<file path="src/sv/tstg_pkg.sv">
`timescale 1ns / 1ps
// ----------------------------------------------------------------------------
// tstg_pkg: shared types and constants
// widths, item structs and the bar record passed from front to back
// ----------------------------------------------------------------------------
package tstg_pkg;
  // node indices are 16 bits wide, so every index stays below this bound
  localparam int MAX_NODES = 65536;
  localparam int ENTRIES = 36;
  localparam int AXES = 3;
  localparam logic [47:0] K_MAX = 48'hFFFF_FFFF_FFFF;
  localparam logic signed [47:0] VAL_MAX = {1'b0, {47{1'b1}}};
  localparam logic signed [47:0] VAL_MIN = {1'b1, {47{1'b0}}};

  typedef struct packed {
    logic [17:0] base1;
    logic [17:0] base2;
    logic signed [15:0] cx;
    logic signed [15:0] cy;
    logic signed [15:0] cz;
    logic [47:0] k;
    logic zero;
  } bar_t;

  typedef enum logic [1:0] {F_IDLE, F_MUL, F_DIV, F_PUSH} front_state_t;
endpackage

</file>
<file path="src/sv/tstg_front.sv">
`timescale 1ns / 1ps
// ----------------------------------------------------------------------------
// tstg_front: bar intake and axial stiffness
// forms k = area*modulus*2^16/length with a restoring divider, one bit a cycle
// ----------------------------------------------------------------------------
module tstg_front (
  input  logic          clk,
  input  logic          rst,
  input  logic          in_valid,
  output logic          in_ready,
  input  logic [15:0]   first_node,
  input  logic [15:0]   second_node,
  input  logic [15:0]   cos_x,
  input  logic [15:0]   cos_y,
  input  logic [15:0]   cos_z,
  input  logic [31:0]   cross_area,
  input  logic [31:0]   elastic_modulus,
  input  logic [31:0]   bar_length,
  output logic          bar_valid,
  input  logic          bar_ready,
  output tstg_pkg::bar_t bar
);
  import tstg_pkg::*;

  front_state_t state, state_next;
  logic [31:0] area, modulus, len;
  logic [63:0] num;
  logic [32:0] rem;
  logic [79:0] quo;
  logic [6:0] cnt;
  bar_t rec;
  logic [32:0] trial;
  logic [79:0] dividend_bit_src;

  // dividend is num << 16, 80 bits, shifted in msb first
  assign dividend_bit_src = {num, 16'd0};
  assign trial = {rem[31:0], dividend_bit_src[7'd79 - cnt]};

  always_comb begin
    state_next = state;
    unique case (state)
      F_IDLE: if (in_valid) state_next = F_MUL;
      F_MUL:  state_next = rec.zero ? F_PUSH : F_DIV;
      F_DIV:  if (cnt == 7'd79) state_next = F_PUSH;
      F_PUSH: if (bar_ready) state_next = F_IDLE;
      default: state_next = F_IDLE;
    endcase
  end

  always_comb begin
    in_ready  = (state == F_IDLE);
    bar_valid = (state == F_PUSH);
    bar = rec;
  end

  always_ff @(posedge clk) begin
    if (rst) state <= F_IDLE;
    else state <= state_next;
  end

  always_ff @(posedge clk) begin
    unique case (state)
      F_IDLE: if (in_valid) begin
        area <= cross_area;
        modulus <= elastic_modulus;
        len <= bar_length;
        rec.base1 <= 18'(first_node) * 18'd3;
        rec.base2 <= 18'(second_node) * 18'd3;
        rec.cx <= cos_x;
        rec.cy <= cos_y;
        rec.cz <= cos_z;
        rec.zero <= (bar_length == 32'd0);
      end
      F_MUL: begin
        num <= 64'(area) * 64'(modulus);
        rem <= '0;
        quo <= '0;
        cnt <= '0;
        if (rec.zero) rec.k <= K_MAX;
      end
      F_DIV: begin
        if (trial >= {1'b0, len}) begin
          rem <= trial - {1'b0, len};
          quo <= {quo[78:0], 1'b1};
        end else begin
          rem <= trial;
          quo <= {quo[78:0], 1'b0};
        end
        cnt <= cnt + 7'd1;
        if (cnt == 7'd79) begin
          // the quotient register holds the full result only after this edge; use the final bit here
          if (quo[78:47] != 32'd0) rec.k <= K_MAX;
          else rec.k <= {quo[46:0], (trial >= {1'b0, len})};
        end
      end
      F_PUSH: ;
      default: ;
    endcase
  end
endmodule

</file>
<file path="config.mk">
export PLATFORM = sky130hd
export DESIGN_NAME = tstg_front
export DESIGN_NICKNAME = d
export VERILOG_FILES = /design/src/sv/tstg_pkg.sv /design/src/sv/tstg_front.sv
export SDC_FILE = /design/constraint.sdc
export NUM_CORES = 2
export LEC_CHECK = 0
export BUFFER_PORTS_ARGS = -buffer_cell sky130_fd_sc_hd__buf_2
export CAP_MARGIN = 20
export CORE_UTILIZATION = 35
export DETAILED_ROUTE_END_ITERATION = 8
export GPL_ROUTABILITY_DRIVEN = 1
export PLACE_DENSITY = 0.52
export SLEW_MARGIN = 20
export SYNTH_ARGS = -nofsm -noshare
export SYNTH_HDL_FRONTEND = slang
export SYNTH_SLANG_ARGS = --single-unit
</file>
<file path="constraint.sdc">
create_clock -name clk -period 10.7 [get_ports clk]
set_input_delay 2.14 -clock clk [delete_from_list [all_inputs] [get_ports clk]]
set_output_delay 2.14 -clock clk [all_outputs]
set_load 0.005 [all_outputs]
</file>
==> key figures <==
Setup path
  – Worst Path Required: 11.12 ns
  – Worst Path Arrival: 8.98 ns
  – Worst setup EP type: flip-flop
  – Crit path kind: flip-flop to flip-flop
  – Kind of start point of the critical path: flip-flop
  – Reg2reg setup slack: 2.14 ns
  – CP Max Fanout: 20

Floorplan
  – Die ar.: 0.149 sq mm
  – Die Width: 386 um
  – Initial Util: 35.3%
  – I/O pins: 315
  – Die Ht: 386 um
  – Row Count: 140
  – Area of the core: 0.146 sq mm

Timing
  – Worst-Margin Slew: 1.14 ns
  – Final Setup Violations: 0
  – Post-route minimum period: 8.56 ns
  – Setup_tns: 0 ns
  – RSZ-0062 raised after global routing: false
  – Achievable frequency: 117 MHz
  – Layout Skew: 0.0372 ns
  – Final period utilization: 80.0%
  – Slew Limit Headroom: 24.0%
  – Final Hold Fails: 0
  – Final Slew Violations: 0

Global routing
  – First-pass GRT wire length: 223 mm
  – Largest net degree at the start of global routing: 119
  – Number of global-route vias before repair: 37800
  – Initial antenna violation count: 8
  – Met3 Use GR: 3.89%
  – M1 GR Usage: 27.2%
  – Gr ovfl total: 0
  – Gr busiest metal: met2
  – Total GRT Usage: 19.6%
  – Met2 usage: 31.5%

Synthesis
  – Synth top area cells: fa_1 35%, edfxtp_1 24%, and2_1 8.5%, ha_1 8.2%, inv_1 6.8%
  – Synth area leader: fa_1
  – Post-Synthesis Cells: 4928
  – Synth async-reset ratio: 0%
  – Synthesized area: 0.0516 sq mm
  – Seq/Total Area, Yosys: 24.0%
  – Ys Warns: 0
  – Synth cell types: 77
  – Dominant synthesized flop cell: edfxtp_1
  – Syn Nets: 6343
  – Post-synth EDFFs: 411
  – Yosys reg bits: 413
  – Top cell type's share of synthesized area: 34.9%
  – Syn Area/Cell: 10.5 sq um

Place
  – Number of port buffers: 314
  – DP HPWL: 106 mm
  – GP Congestion: 0.868

Drt
  – DRC Markers: 0
  – DRT Pass-1 Iters: 7
  – Drt wl/cell: 20.1 um
  – DR vias/cell: 4.88
  – Via Count: 34600
  – DRT iter0 DRCs: 2113
  – Post-route ant nets: 0
  – WL final: 143 mm

Status
  – Outcome: finished, final reports clean

Clock network
  – Clk root buf: clkbuf_16
  – Maximum clock insertion buffer count: 3
  – Hold buffer count at CTS: 0
  – CTS resizes: 0
  – Num CTS Buffers: 55
  – CTS tree: yes
  – Clock-pin slew on the worst setup and hold paths: 0.06 ns
  – CTS Sinks: 413
  – Post-CTS Setup Repair Bufs: 0
  – Clk Latency, worst-skew pair: 0.68 ns
  – H-tree depth: 2

Layout
  – Layout Nets: 6538
  – Ratio of cells with drive above 1 in the final layout: 10.4%
  – Syn-to-layout area delta: 10.8%

Job
  – Max Cap Viol: 0

Hold path
  – Hold Crit Class: flip-flop to flip-flop
==> final timing paths <==
kind | cells after the start | to | start
worst max-delay path | 22 | num[51]$_DFFE_PP_ | area[12]$_DFFE_PP_
worst min-delay path | 1 | bar[23]$_SDFFCE_PP1P_ | quo[21]$_SDFFCE_PP0P_
worst max register to register | 22 | num[51]$_DFFE_PP_ | area[12]$_DFFE_PP_
worst min register to register | 1 | bar[23]$_SDFFCE_PP1P_ | quo[21]$_SDFFCE_PP0P_
==> through the flow <==
| step | std cells | cell area [sq um] | hold slack (ns) | utilization, % | setup WS [ns] |
|---|---|---|---|---|---|
| 2_1_floorplan | 4928 | 51600 | 0.496 | - | 3.48 |
| 3_3_place_gp | 6981 | 55200 | 0.509 | 37.8 | 2.26 |
| 3_5_place_dp | 6983 | 55200 | 0.509 | 37.8 | 2.23 |
| 4_1_cts | 7086 | 57100 | 0.514 | 39.1 | 2.19 |
| 5_1_grt | 7087 | 57100 | 0.534 | 39.1 | 1.84 |
| 6_report | 7089 | 57100 | 0.516 | 39.1 | 2.14 |
==> critical path, cell delays in order (launching register included) <==
cell	delay (ns)
edfxtp_1	1.11
buf_4	0.38
and2_1	0.18
fa_1	0.45
fa_1	0.45
fa_1	0.49
inv_1	0.05
fa_1	0.47
inv_1	0.05
fa_1	0.53
fa_1	0.53
fa_1	0.55
fa_1	0.43
ha_1	0.41
a211oi_1	0.30
nor2_1	0.10
a2111oi_0	0.39
nand4_1	0.28
and4_1	0.32
o31ai_1	0.38
o21ba_2	0.20
o21ai_1	0.08
xor2_1	0.16
==> cell families (layout without fill, tap and decap cells) <==
| kind of cell | Yosys count | in the layout | synth area share, % |
|---|---|---|---|
| compound gates | 383 | 383 | 5.03 |
| xor+xnor | 106 | 106 | 1.80 |
| fa+ha+maj | 1235 | 1235 | 43.1 |
| buf+inv | 1194 | 1435 | 8.76 |
| flops | 413 | 413 | 24.0 |
| mux | 50 | 50 | 1.46 |
| other cells | 0 | 3 | 0 |
| simple gates | 1547 | 1547 | 15.9 |
==> cell usage in the layout (no fill, tap or decap), types with 9 or more instances in the layout <==
cell / netlist / layout
buf_4: 4 / 78
nor2b_1: 31 / 31
xor2_1: 43 / 43
fa_1: 899 / 899
o21a_1: 12 / 12
o21bai_1: 14 / 14
mux2i_1: 27 / 27
nor2_1: 79 / 79
edfxtp_1: 411 / 411
and2_1: 701 / 700
mux4_2: 20 / 20
nand4_1: 29 / 29
nand2_1: 506 / 506
buf_2: 3 / 314
inv_1: 936 / 936
a211oi_1: 14 / 14
nand2b_1: 62 / 62
or3_1: 15 / 15
clkbuf_16: 0 / 55
nor4_1: 22 / 22
o21ai_0: 62 / 62
clkinv_2: 0 / 9
nand3_1: 42 / 42
a21o_1: 78 / 78
ha_1: 336 / 333
a21oi_1: 101 / 101
nor3_1: 19 / 18
xnor2_1: 63 / 63
and3_1: 20 / 20
==> metal layers <==
metal	routed length (um)	vias to the layer above
met4	3010	10
met2	65200	1032
met3	10000	175
li1	-	15700
met5	63	-
met1	64200	17700
==> layout make-up <==
class | instances | area [sq um]
Fill cell | 14400 | 88800
Multi-Input combinational cell | 3321 | 34700
Inverter | 936 | 3510
Antenna cell | 3 | 7.51
Clock inverter | 40 | 472
Sequential cell | 413 | 12400
Clock buffer | 63 | 1410
Tap cell | 1917 | 2400
Timing Repair Buffer | 396 | 2220
==> sequential cells by signal, indices dropped and copies added, names as in the netlist <==
register and count:
quo 79, modulus 32, state 2, cnt 7, num 64, area 32, len 32, bar 133
rem 32
==> cells in the mapped netlist, types with 8 or more instances <==
| library cell | count |
|---|---|
| edfxtp_1 | 411 |
| nand2b_1 | 62 |
| xnor2_1 | 63 |
| mux2i_1 | 27 |
| o21a_1 | 12 |
| o21bai_1 | 14 |
| fa_1 | 899 |
| and3_1 | 20 |
| nor4_1 | 22 |
| clkbuf_1 | 246 |
| a2111oi_0 | 8 |
| nor3_1 | 19 |
| a21oi_1 | 101 |
| or3_1 | 15 |
| nand3_1 | 42 |
| nand4_1 | 29 |
| o21ai_0 | 62 |
| mux4_2 | 20 |
| nor2_1 | 79 |
| nor2b_1 | 31 |
| and2_1 | 701 |
| inv_1 | 936 |
| o211ai_1 | 8 |
| nand2_1 | 506 |
| ha_1 | 336 |
| a211oi_1 | 14 |
| a21o_1 | 78 |
| xor2_1 | 43 |
Power is not shown: default switching activity piles up to over one toggle a cycle in this logic, so the estimate is an artifact.
