$ cat config.mk
export PLATFORM = sky130hd
export DESIGN_NAME = tstg_queue
export DESIGN_NICKNAME = d
export VERILOG_FILES = /design/src/sv/tstg_pkg.sv /design/src/sv/tstg_queue.sv
export SDC_FILE = /design/constraint.sdc
export NUM_CORES = 1
export LEC_CHECK = 0
export BUFFER_PORTS_ARGS = -buffer_cell sky130_fd_sc_hd__clkbuf_2
export CAP_MARGIN = 20
export CORE_MARGIN = 10
export CORE_UTILIZATION = 35
export DETAILED_ROUTE_END_ITERATION = 8
export GPL_TIMING_DRIVEN = 0
export PLACE_DENSITY = 0.65
export RECOVER_POWER = 100
export SYNTH_ARGS = -nofsm -noshare
export SYNTH_HDL_FRONTEND = slang
export SYNTH_SLANG_ARGS = --single-unit
$ cat constraint.sdc
create_clock -name clk -period 13.2 [get_ports clk]
set_input_delay 3.3 -clock clk [delete_from_list [all_inputs] [get_ports clk]]
set_output_delay 3.3 -clock clk [all_outputs]
set_load 0.005 [all_outputs]
$ cat src/sv/tstg_pkg.sv
`timescale 1ns / 1ps
// ----------------------------------------------------------------------------
// tstg_pkg: shared types and constants
// widths, item structs and the bar record passed from front to back
// ----------------------------------------------------------------------------
package tstg_pkg;
  // node indices are 16 bits wide, so every index stays below this bound
  localparam int MAX_NODES = 65536;
  localparam int ENTRIES = 36;
  localparam int AXES = 3;
  localparam logic [47:0] K_MAX = 48'hFFFF_FFFF_FFFF;
  localparam logic signed [47:0] VAL_MAX = {1'b0, {47{1'b1}}};
  localparam logic signed [47:0] VAL_MIN = {1'b1, {47{1'b0}}};

  typedef struct packed {
    logic [17:0] base1;
    logic [17:0] base2;
    logic signed [15:0] cx;
    logic signed [15:0] cy;
    logic signed [15:0] cz;
    logic [47:0] k;
    logic zero;
  } bar_t;

  typedef enum logic [1:0] {F_IDLE, F_MUL, F_DIV, F_PUSH} front_state_t;
endpackage

$ cat src/sv/tstg_queue.sv
`timescale 1ns / 1ps
// ----------------------------------------------------------------------------
// tstg_queue: two-entry bar queue
// decouples the divider from the triplet sequencer
// ----------------------------------------------------------------------------
module tstg_queue (
  input  logic          clk,
  input  logic          rst,
  input  logic          wr_valid,
  output logic          wr_ready,
  input  tstg_pkg::bar_t wr_data,
  output logic          rd_valid,
  input  logic          rd_ready,
  output tstg_pkg::bar_t rd_data
);
  import tstg_pkg::*;

  bar_t mem [2];
  logic wp, rp;
  logic [1:0] count;
  logic do_wr, do_rd;

  assign wr_ready = (count != 2'd2);
  assign rd_valid = (count != 2'd0);
  assign rd_data  = mem[rp];
  assign do_wr = wr_valid && wr_ready;
  assign do_rd = rd_valid && rd_ready;

  always_ff @(posedge clk) begin
    if (do_wr) mem[wp] <= wr_data;
  end

  always_ff @(posedge clk) begin
    if (rst) begin
      wp <= 1'b0;
      rp <= 1'b0;
      count <= 2'd0;
    end else begin
      if (do_wr) wp <= ~wp;
      if (do_rd) rp <= ~rp;
      count <= count + {1'b0, do_wr} - {1'b0, do_rd};
    end
  end
endmodule

==> run_results.csv, run 1 <==
group,metric,value,unit
global_route,grt_pass1_vias,5468,
timing,hold_violations,0,
timing,slew_violations,256,
synth,yosysMostFrequentCell,"edfxtp_1",
clock_tree,cts_tree,"built",
synth,syn-num-nets,577,
cells_and_area,nFillCells,2675,
timing,tightest_slew,3.42,ns
timing,report.final.setup_viol,0,
synth,synth_edf_count,266,
critical_path,rr_worst_depth,5,
synth,synth_adder_area_share,0.00248,
run,cap_violations,7,
clock_tree,clkTransAtPathRegs,0.06,ns
timing,fin_crit_sh,0.556,
power,ir_drop,0.111,mV
synth,synth_ff_type,"edfxtp_1",
timing,timing.fmax,0.136,GHz
critical_path,crit_fanout,30,
synth,ys_seq_area_frac,0.800,
drt,drc,0,
synth,syn_area,10100,sq um
timing,relSlewSlack,-1.28,
die,die-area,36100,sq um
timing,finalCriticalPeriod,7.34,ns
worst_hold_path,min_to,"rp",
worst_hold_path,hold_path_class,"reg -> reg",
die,die_w,190,um
critical_path,r2r_slack,8.22,ns
drt,routed_wl,21800,um
critical_path,cp_slowest_cell,"nor2_1",
clock_tree,root_buffer,"clkbuf_16",
placement,gp_congestion,0.685,
die,core-area,28600,sq um
placement,place_inst,1099,
critical_path,critPathLaunchType,"primary input",
synth,synth-compound-area-share,0.000743,
synth,yosys.cell_types.count,17,
drt,vias_per_cell,4.41,
synth,muxShareOfSynthArea,0.175,
die,std_cell_rows,62,
critical_path,crit_chain,"clkbuf_1 > nand2_1 > nor2_1 > clkbuf_1 > clkbuf_1",
critical_path,crit_required,13.31,ns
drt,via_count,5087,
cells_and_area,layout-drive-gt1-share,0.311,
placement,pre_cts_slack,8.10,ns
cells_and_area,final_area,12300,sq um
critical_path,cp_data_arrival_time,7.46,ns
critical_path,critPathCaptureType,"register",
synth,ys_seq_elements,271,
critical_path,timing.rr.end,"mem[0][42]",
critical_path,cp_slowest_stage_delay,1.50,ns
critical_path,r2r_start,"count[0]",
drt,drt-initial-drc-count,160,
timing,hold_slack,0.521,ns
clock_tree,clk_latency,0.53,ns
cells_and_area,nNetsFinal,885,
clock_tree,cts_max_level,1,
global_route,gr-total-overflow,0,
power,p_leak,4.29,nW
worst_hold_path,hold_path_depth,2,
clock_tree,cts_buffer_depth,3,
clock_tree,cts_setup_buffers,0,
clock_tree,post_cts_resized,0,
die,ios,272,
clock_tree,cts_buffers,29,
drt,avgRoutedWirePerCell,18.9,um
synth,yosysTopAreaCell,"edfxtp_1",
timing,rsz0062_at_grt,"no",
synth,synth_warnings,0,
placement,dp_hpwl,15600,um
synth,synth.cells.most_frequent,"edfxtp_1, mux2_4, mux2_2",
global_route,grtUsageTotal,0.115,
synth,postSynthCellCount,438,
clock_tree,cts_hold_buffers,0,
power,p_per_area,187,nW/um^2
synth,synth_top_area_share,0.790,
drt,antenna_left,0,
critical_path,critPathBufInv,3,
die,die_y,190,um
cells_and_area,finalNonFillerCells,1153,
synth,synthArstFlopShare,0,
critical_path,cp_top_family,"buffers and inverters",
synth,yosys-top-cells-area,"edfxtp_1, mux2_4, mux2_2",
synth,synthXorXnorAreaFrac,0.00260,
global_route,grt_max_degree,59,
run_status,violations,"capacitance limit, slew limit",
cells_and_area,areaGrowthSynthToFinish,22.1,%
drt,first_pass_iters,4,
global_route,grt_pass1_wl,32500,um
worst_hold_path,hold_start,"rp",
placement,placedInstanceArea,12100,sq um
die,initial_core_util,0.353,
critical_path,critPathKind,"in -> reg",
timing,skew,0.0101,ns
synth,synth-simple-area-share,0.00532,
cells_and_area,final_core_util,0.431,
timing,layout_setup_ws,5.86,ns
placement,portBuffers,271,
run_status,status,"finished with violations",
clock_tree,cts.sinks,271,
synth,avgSynthCellArea,23.1,sq um
global_route,antenna_found_initial,5,
critical_path,path_common_cell,"clkbuf_1",
synth,synth_top_family_by_area,"multiplexers",
## layer usage
layer | GRT usage | vias up | part of all wire
met5 | 0 | - | 0.00092
met4 | 0.0382 | 2 | 0.025
met3 | 0.0535 | 33 | 0.11
met2 | 0.186 | 202 | 0.48
met1 | 0.133 | 2488 | 0.39
li1 | - | 2362 | -
## area by class of cell
type / instances / area (sq um) / area share
Multi-Input combinational cell: 151 / 1650 / 0.134
Sequential cell: 271 / 8090 / 0.655
Timing Repair Buffer: 277 / 1210 / 0.0977
Clock buffer: 36 / 752 / 0.0609
Clock inverter: 14 / 97.6 / 0.00791
Tap cell: 384 / 480 / 0.0389
Buffer: 15 / 56.3 / 0.00456
Inverter: 1 / 3.75 / 0.000304
Antenna cell: 4 / 10.0 / 0.000811
## layout by cell type (no fill, tap or decap), types with 2 or more instances in the layout
master     synthesis  final
clkbuf_1           0    166
clkbuf_16          0     29
clkbuf_2           0    133
clkinv_1           0      4
clkinv_2           0      7
dfxtp_1            5      5
diode_2            0      4
edfxtp_1         266    266
ha_1               2      2
mux2_1             0     69
mux2_2            64     57
mux2_4            70      8
nor2_1             5      5
nor2b_1            2      2
xnor2_1            2      2
## worst reg2reg max path, cell delays in order, from the launching register on
cell and delay, ns:
dfxtp_1 0.36, nand2b_1 0.16, nand2_1 0.11, nor2_1 1.50
clkbuf_1 1.07, clkbuf_1 1.33
## metrics by stage
| step | TNS, ns | total power, mW |
|---|---|---|
| after CTS | 0 | 2.47 |
| after global routing | 0 | 2.44 |
| after floorplan | 0 | 1.48 |
| after detailed placement | 0 | 1.73 |
| after global placement | -23.86 | 1.74 |
| final | 0 | 2.31 |
## worst max path at each step
stage / start / end / slack (ns) / depth (start not counted)
4_1_cts: register / rd_data[70] / 7.96 / 5
2_1_floorplan: wr_valid / mem[0][0] / 3.66 / 2
3_3_place_gp: wr_valid / mem[0][86] / -0.19 / 3
3_5_place_dp: wr_valid / mem[0][104] / 8.10 / 5
5_1_grt: wr_valid / mem[0][107] / 5.26 / 5
6_report: wr_valid / mem[0][42] / 5.86 / 5
## kinds of logic (layout without fill, tap and decap cells)
group | Yosys count | after routing
AO/OA/AOI/OAI | 1 | 1
multiplexers | 134 | 134
flip-flops | 271 | 271
adder cells (fa/ha/maj) | 2 | 2
buffers and inverters | 16 | 343
other | 0 | 4
XOR/XNOR | 3 | 3
AND/OR/NAND/NOR | 11 | 11
## sequential cells by signal, summed over array words and instances, names as in the netlist, named ones only
register and flops:
count 2, mem 266, rp 1, wp 1
## report_power, final
group          total (mW)  switching (mW)  internal (mW)
clock network       0.725           0.304          0.420
registers            1.11          0.0216           1.09
logic               0.478           0.271          0.207
No activity file was read; power rests on OpenSTA's default activity.
==> run 2, diff against run 1 <==
==> constraint.sdc (replaced) <==
create_clock -name clk -period 6.9 [get_ports clk]
set_input_delay 1.725 -clock clk [delete_from_list [all_inputs] [get_ports clk]]
set_output_delay 1.725 -clock clk [all_outputs]
set_load 0.005 [all_outputs]
==> run 2 against run 1 <==
Net effect:
- the flow still finishes with violations (capacitance limit, slew limit)
- worst hold slack improved by 0.0081 ns
- register-to-register slack got worse by 4.9 ns
- largest power group unchanged
- clock skew increased by 0.0074 ns
- critical endpoint is now rd_data[113]
- total power increased by 94%
- via count increased by 0.37%
- first-iteration DRC count increased by 44%
- core utilization increased by 0.37 points
- combinational power increased by 96%
==> run_results.csv, run 2 (same netlist as run 1, synthesis figures left out) <==
group,metric,value,unit
timing,relSlewSlack,-0.401,
die,ios,272,
cells_and_area,layout_commonest_cell,"edfxtp_1",
clock_tree,cts_setup_buffers,0,
critical_path,timing.rr.end,"mem[0][90]",
global_route,grtUsageTotal,0.117,
drt,drc,0,
clock_tree,root_buffer,"clkbuf_16",
global_route,antenna_found_initial,3,
critical_path,path_common_cell,"clkbuf_1",
timing,hold_violations,0,
clock_tree,cts.sinks,271,
cells_and_area,reg.largest.list,"mem: 266 flops, count: 2 flops",
power,ir_drop,0.223,mV
placement,dp_hpwl,15700,um
drt,avgRoutedWirePerCell,19.3,um
run_status,violations,"capacitance limit, slew limit",
cells_and_area,multi_input_area,1650,sq um
critical_path,cp_slowest_cell,"clkbuf_1",
die,std_cell_rows,62,
run_status,status,"finished with violations",
timing,skew,0.0175,ns
timing,tightest_slew,2.10,ns
global_route,grt_pass1_vias,5600,
critical_path,cp_data_arrival_time,2.94,ns
power,p_per_area,360,nW/um^2
critical_path,critPathKind,"reg -> out",
critical_path,critPathLaunchType,"register",
clock_tree,cts_buffer_depth,3,
global_route,gr-total-overflow,0,
critical_path,rr_worst_depth,5,
timing,timing.fmax,0.214,GHz
timing,fin_tns_setup,0,ns
worst_hold_path,hold_path_depth,2,
worst_hold_path,hold_start,"rp",
clock_tree,cts_hold_buffers,0,
timing,slew_violations,56,
cells_and_area,layout-drive-gt1-share,0.312,
critical_path,cp_slowest_stage_delay,0.66,ns
cells_and_area,areaGrowthSynthToFinish,23.2,%
drt,via_count,5106,
timing,report.final.setup_viol,0,
clock_tree,cts_max_level,1,
placement,portBuffers,271,
placement,gp_congestion,0.691,
cells_and_area,largest_reg_flops,266,
critical_path,critPathBufInv,4,
run,cap_violations,4,
critical_path,r2r_start,"count[0]",
clock_tree,clk_latency,0.54,ns
critical_path,crit_fanout,10,
global_route,grt_pass1_wl,32800,um
die,die_y,190,um
clock_tree,clkTransAtPathRegs,0.06,ns
cells_and_area,final_cell_mix,"edfxtp_1, clkbuf_1, clkbuf_2",
critical_path,crit_required,5.18,ns
cells_and_area,nNetsFinal,886,
cells_and_area,final_area,12500,sq um
die,initial_core_util,0.353,
critical_path,critPathCaptureType,"output pin",
global_route,grt_max_degree,53,
cells_and_area,largest-register,"mem",
drt,vias_per_cell,4.43,
critical_path,r2r_slack,3.28,ns
die,core-area,28600,sq um
drt,antenna_left,0,
drt,first_pass_iters,4,
critical_path,crit_chain,"clkbuf_1 > clkbuf_1 > clkbuf_1 > mux2_1 > clkbuf_2",
cells_and_area,nFillCells,2632,
timing,fin_crit_sh,0.676,
die,die-area,36100,sq um
cells_and_area,seq_area,8090,sq um
worst_hold_path,hold_path_class,"reg -> reg",
clock_tree,cts_tree,"built",
critical_path,cp_top_family,"buffers and inverters",
drt,drt-initial-drc-count,231,
timing,finalCriticalPeriod,4.66,ns
power,p_leak,4.32,nW
drt,routed_wl,22200,um
placement,placedInstanceArea,12100,sq um
timing,rsz0062_at_grt,"no",
clock_tree,post_cts_resized,0,
clock_tree,cts_buffers,29,
die,die_w,190,um
worst_hold_path,min_to,"rp",
==> run 2: changes by cell type in the layout (fill, tap and decap cells not counted), sizes merged <==
cell	change
buf	+4
bufinv	+1
clkbuf	-7
clkinv	+3
clkinvlp	+1
diode	-3
==> run 2: cell type report <==
cell class	instances	share of cell area
Inverter	1	0.000301
Buffer	15	0.00452
Multi-Input combinational cell	151	0.132
Clock inverter	19	0.0114
Timing Repair Buffer	278	0.104
Tap cell	384	0.0386
Sequential cell	271	0.650
Antenna cell	1	0.000201
Clock buffer	32	0.0592
==> run 2: worst min-delay path: cells and delay by family (launching register included) <==
kind                      cells  cell delay (ns)
xor gates and xnor gates      1             0.09
DFF                           1             0.33
and+or+nand+nor               1             0.08
==> run 2: through the flow <==
step	instances	hold WS, ns	worst slack (ns)	util	power [mW]
after floorplan	438	0.481	1.18	-	2.82
after global placement	1093	0.496	-1.21	0.417	3.31
after detailed placement	1100	0.527	3.46	0.424	3.32
after CTS	1151	0.544	3.22	0.454	4.78
after global routing	1152	0.571	1.84	0.435	4.72
final	1152	0.529	2.24	0.435	4.48
==> run 2: how the worst max path moves through the flow <==
| stage | startpoint | end | slack, ns | cells after the start |
|---|---|---|---|---|
| 6_report | register | rd_data[113] | 2.24 | 5 |
| 5_1_grt | register | rd_data[113] | 1.84 | 5 |
| 4_1_cts | register | rd_data[120] | 3.22 | 5 |
| 3_5_place_dp | wr_valid | mem[0][91] | 3.46 | 5 |
| 3_3_place_gp | wr_valid | mem[0][94] | -1.21 | 3 |
| 2_1_floorplan | wr_valid | mem[0][0] | 1.18 | 2 |
==> run 2: report_power, final <==
part	switching, mW	internal (mW)	leakage (nW)	total, mW
Combinational	0.520	0.418	1.37	0.938
Clock	0.598	0.835	0.427	1.43
Sequential	0.0438	2.07	2.53	2.11
==> run 2: per-layer routing <==
layer,global-route usage,vias to the layer above,wire [um]
met5,0,-,26
met4,0.0314,4,480
met3,0.0487,44,2200
met2,0.196,170,11000
met1,0.135,2529,8540
li1,-,2359,-
==> run 3, diff against run 2 <==
--- a/config.mk
+++ b/config.mk
@@ -11,7 +11,7 @@
 export CORE_UTILIZATION = 35
 export DETAILED_ROUTE_END_ITERATION = 8
 export GPL_TIMING_DRIVEN = 0
-export PLACE_DENSITY = 0.65
+export PLACE_DENSITY = 0.67
 export RECOVER_POWER = 100
 export SYNTH_ARGS = -nofsm -noshare
 export SYNTH_HDL_FRONTEND = slang
==> constraint.sdc (replaced) <==
create_clock -name clk -period 4 [get_ports clk]
set_input_delay 1 -clock clk [delete_from_list [all_inputs] [get_ports clk]]
set_output_delay 1 -clock clk [all_outputs]
set_load 0.005 [all_outputs]
==> run 3 against run 2 <==
Net effect:
- the flow still finishes with violations (capacitance limit, slew limit)
- non-clock buffer count is the same
- core utilization increased by 0.53 points
- via count rose by 0.65%
- critical path type unchanged
==> run_results.csv, run 3 (same netlist as run 1, synthesis figures left out) <==
group,metric,value,unit
run_status,status,"finished with violations",
run_status,violations,"capacitance limit, slew limit",
worst_hold_path,hold_path_class,"reg -> reg",
critical_path,critPathLaunchType,"register",
timing,relSlewSlack,-0.122,
clock_tree,cts_buffers,29,
placement,gp_congestion,0.677,
critical_path,cp-endpoint,"rd_data[47]",
die,ios,272,
cells_and_area,largest-register,"mem",
cells_and_area,nNetsFinal,886,
timing,tightest_slew,1.68,ns
power,p_per_area,633,nW/um^2
cells_and_area,final_area,12600,sq um
critical_path,r2r_start,"count[0]",
drt,avgRoutedWirePerCell,19.2,um
timing,slew_violations,119,
clock_tree,cts_max_level,1,
timing,timing.fmax,0.304,GHz
timing,rsz0062_at_grt,"no",
critical_path,cp_data_arrival_time,2.29,ns
clock_tree,cts_buffer_depth,3,
placement,dp_hpwl,15900,um
cells_and_area,largest_reg_flops,266,
drt,drc,0,
timing,fin_crit_sh,0.821,
cells_and_area,insertedDiodeCount,0,
cells_and_area,layout_commonest_cell,"edfxtp_1",
drt,drt-initial-drc-count,158,
die,die_w,190,um
critical_path,r2r_slack,0.95,ns
cells_and_area,areaGrowthSynthToFinish,24.7,%
timing,skew,0.0123,ns
power,p_leak,4.39,nW
global_route,grt_pass1_wl,32700,um
critical_path,crit_chain,"clkbuf_1 > clkbuf_1 > mux2_2 > clkbuf_1",
run,cap_violations,2,
power,ir_drop,0.364,mV
timing,report.final.setup_viol,0,
clock_tree,cts_tree,"built",
timing,hold_violations,0,
global_route,antenna_found_initial,2,
die,std_cell_rows,62,
die,die-area,36100,sq um
die,initial_core_util,0.353,
power,fin_total_pwr,7.97,mW
timing,hold_slack,0.517,ns
drt,routed_wl,22100,um
critical_path,critPathKind,"reg -> out",
critical_path,crit_fanout,10,
critical_path,path_common_cell,"clkbuf_1",
clock_tree,cts.sinks,271,
cells_and_area,final_cell_mix,"edfxtp_1, clkbuf_1, clkbuf_2",
timing,layout_setup_ws,0.715,ns
drt,via_count,5139,
clock_tree,root_buffer,"clkbuf_16",
die,die_y,190,um
drt,vias_per_cell,4.47,
drt,first_pass_iters,5,
clock_tree,clkTransAtPathRegs,0.06,ns
critical_path,cp_slowest_cell,"clkbuf_1",
clock_tree,cts_hold_buffers,0,
critical_path,crit_required,3.00,ns
drt,antenna_left,0,
cells_and_area,layout-drive-gt1-share,0.330,
critical_path,timing.rr.end,"mem[1][132]",
placement,portBuffers,271,
clock_tree,post_cts_resized,0,
global_route,grt_max_degree,62,
cells_and_area,reg.largest.list,"mem: 266 flops, count: 2 flops",
critical_path,cp_slowest_stage_delay,0.51,ns
die,core-area,28600,sq um
timing,fin_tns_setup,0,ns
placement,placedInstanceArea,12100,sq um
global_route,grt_pass1_vias,5621,
critical_path,critPathCaptureType,"output pin",
placement,pre_cts_slack,1.17,ns
clock_tree,clk_latency,0.53,ns
critical_path,rr_worst_depth,3,
timing,finalCriticalPeriod,3.29,ns
global_route,gr-total-overflow,0,
global_route,grtUsageTotal,0.115,
clock_tree,cts_setup_buffers,0,
run 3: cell count changes in the layout (fill, tap and decap cells not counted), moves of 4 or more:
cell and change:
buf_2 +4, mux2_4 +21, clkbuf_1 +15, buf_6 +8
clkinv_1 -7, mux2_1 -23, clkbuf_2 -26
run 3: worst max-delay path: cells and delay by family (launching register included):
family | cells | cell delay [ns]
flops | 1 | 0.30
mux | 1 | 0.40
buf+inv | 3 | 1.05
run 3: per-stage QoR:
step | instances | util
2_1_floorplan | 438 | -
3_5_place_dp | 1100 | 0.424
4_1_cts | 1150 | 0.456
6_report | 1150 | 0.440
5_1_grt | 1150 | 0.440
3_3_place_gp | 1093 | 0.418
run 3: report_power, final:
group,switching (mW),internal (mW)
Sequential,0.0797,3.57
Combinational,0.911,0.809
Clock,1.03,1.58
run 3: worst min-delay path by stage:
stage / depth (start not counted) / slack, ns / from / to
after floorplan: 2 / 0.48 / rp / register
final: 2 / 0.52 / rp / rp
after CTS: 2 / 0.53 / rp / register
after global placement: 2 / 0.50 / rp / rp
after detailed placement: 2 / 0.50 / rp / register
after global routing: 2 / 0.58 / rp / register
run 3: routing by layer:
metal / track usage / up-vias / routed length [um]
li1: - / 2366 / -
met1: 0.134 / 2546 / 8590
met2: 0.195 / 190 / 10800
met3: 0.0472 / 33 / 2320
met4: 0.0250 / 4 / 341
met5: 0 / - / 23
run 3: layout make-up:
| cell class | instances | area [sq um] |
|---|---|---|
| buffer | 15 | 121 |
| clock buffer | 34 | 744 |
| clock inverter | 16 | 185 |
| fill | 2654 | 16000 |
| inverter | 1 | 3.75 |
| multi-input combinational | 151 | 1730 |
| sequential | 271 | 8090 |
| tap | 384 | 480 |
| timing repair buffer | 278 | 1250 |
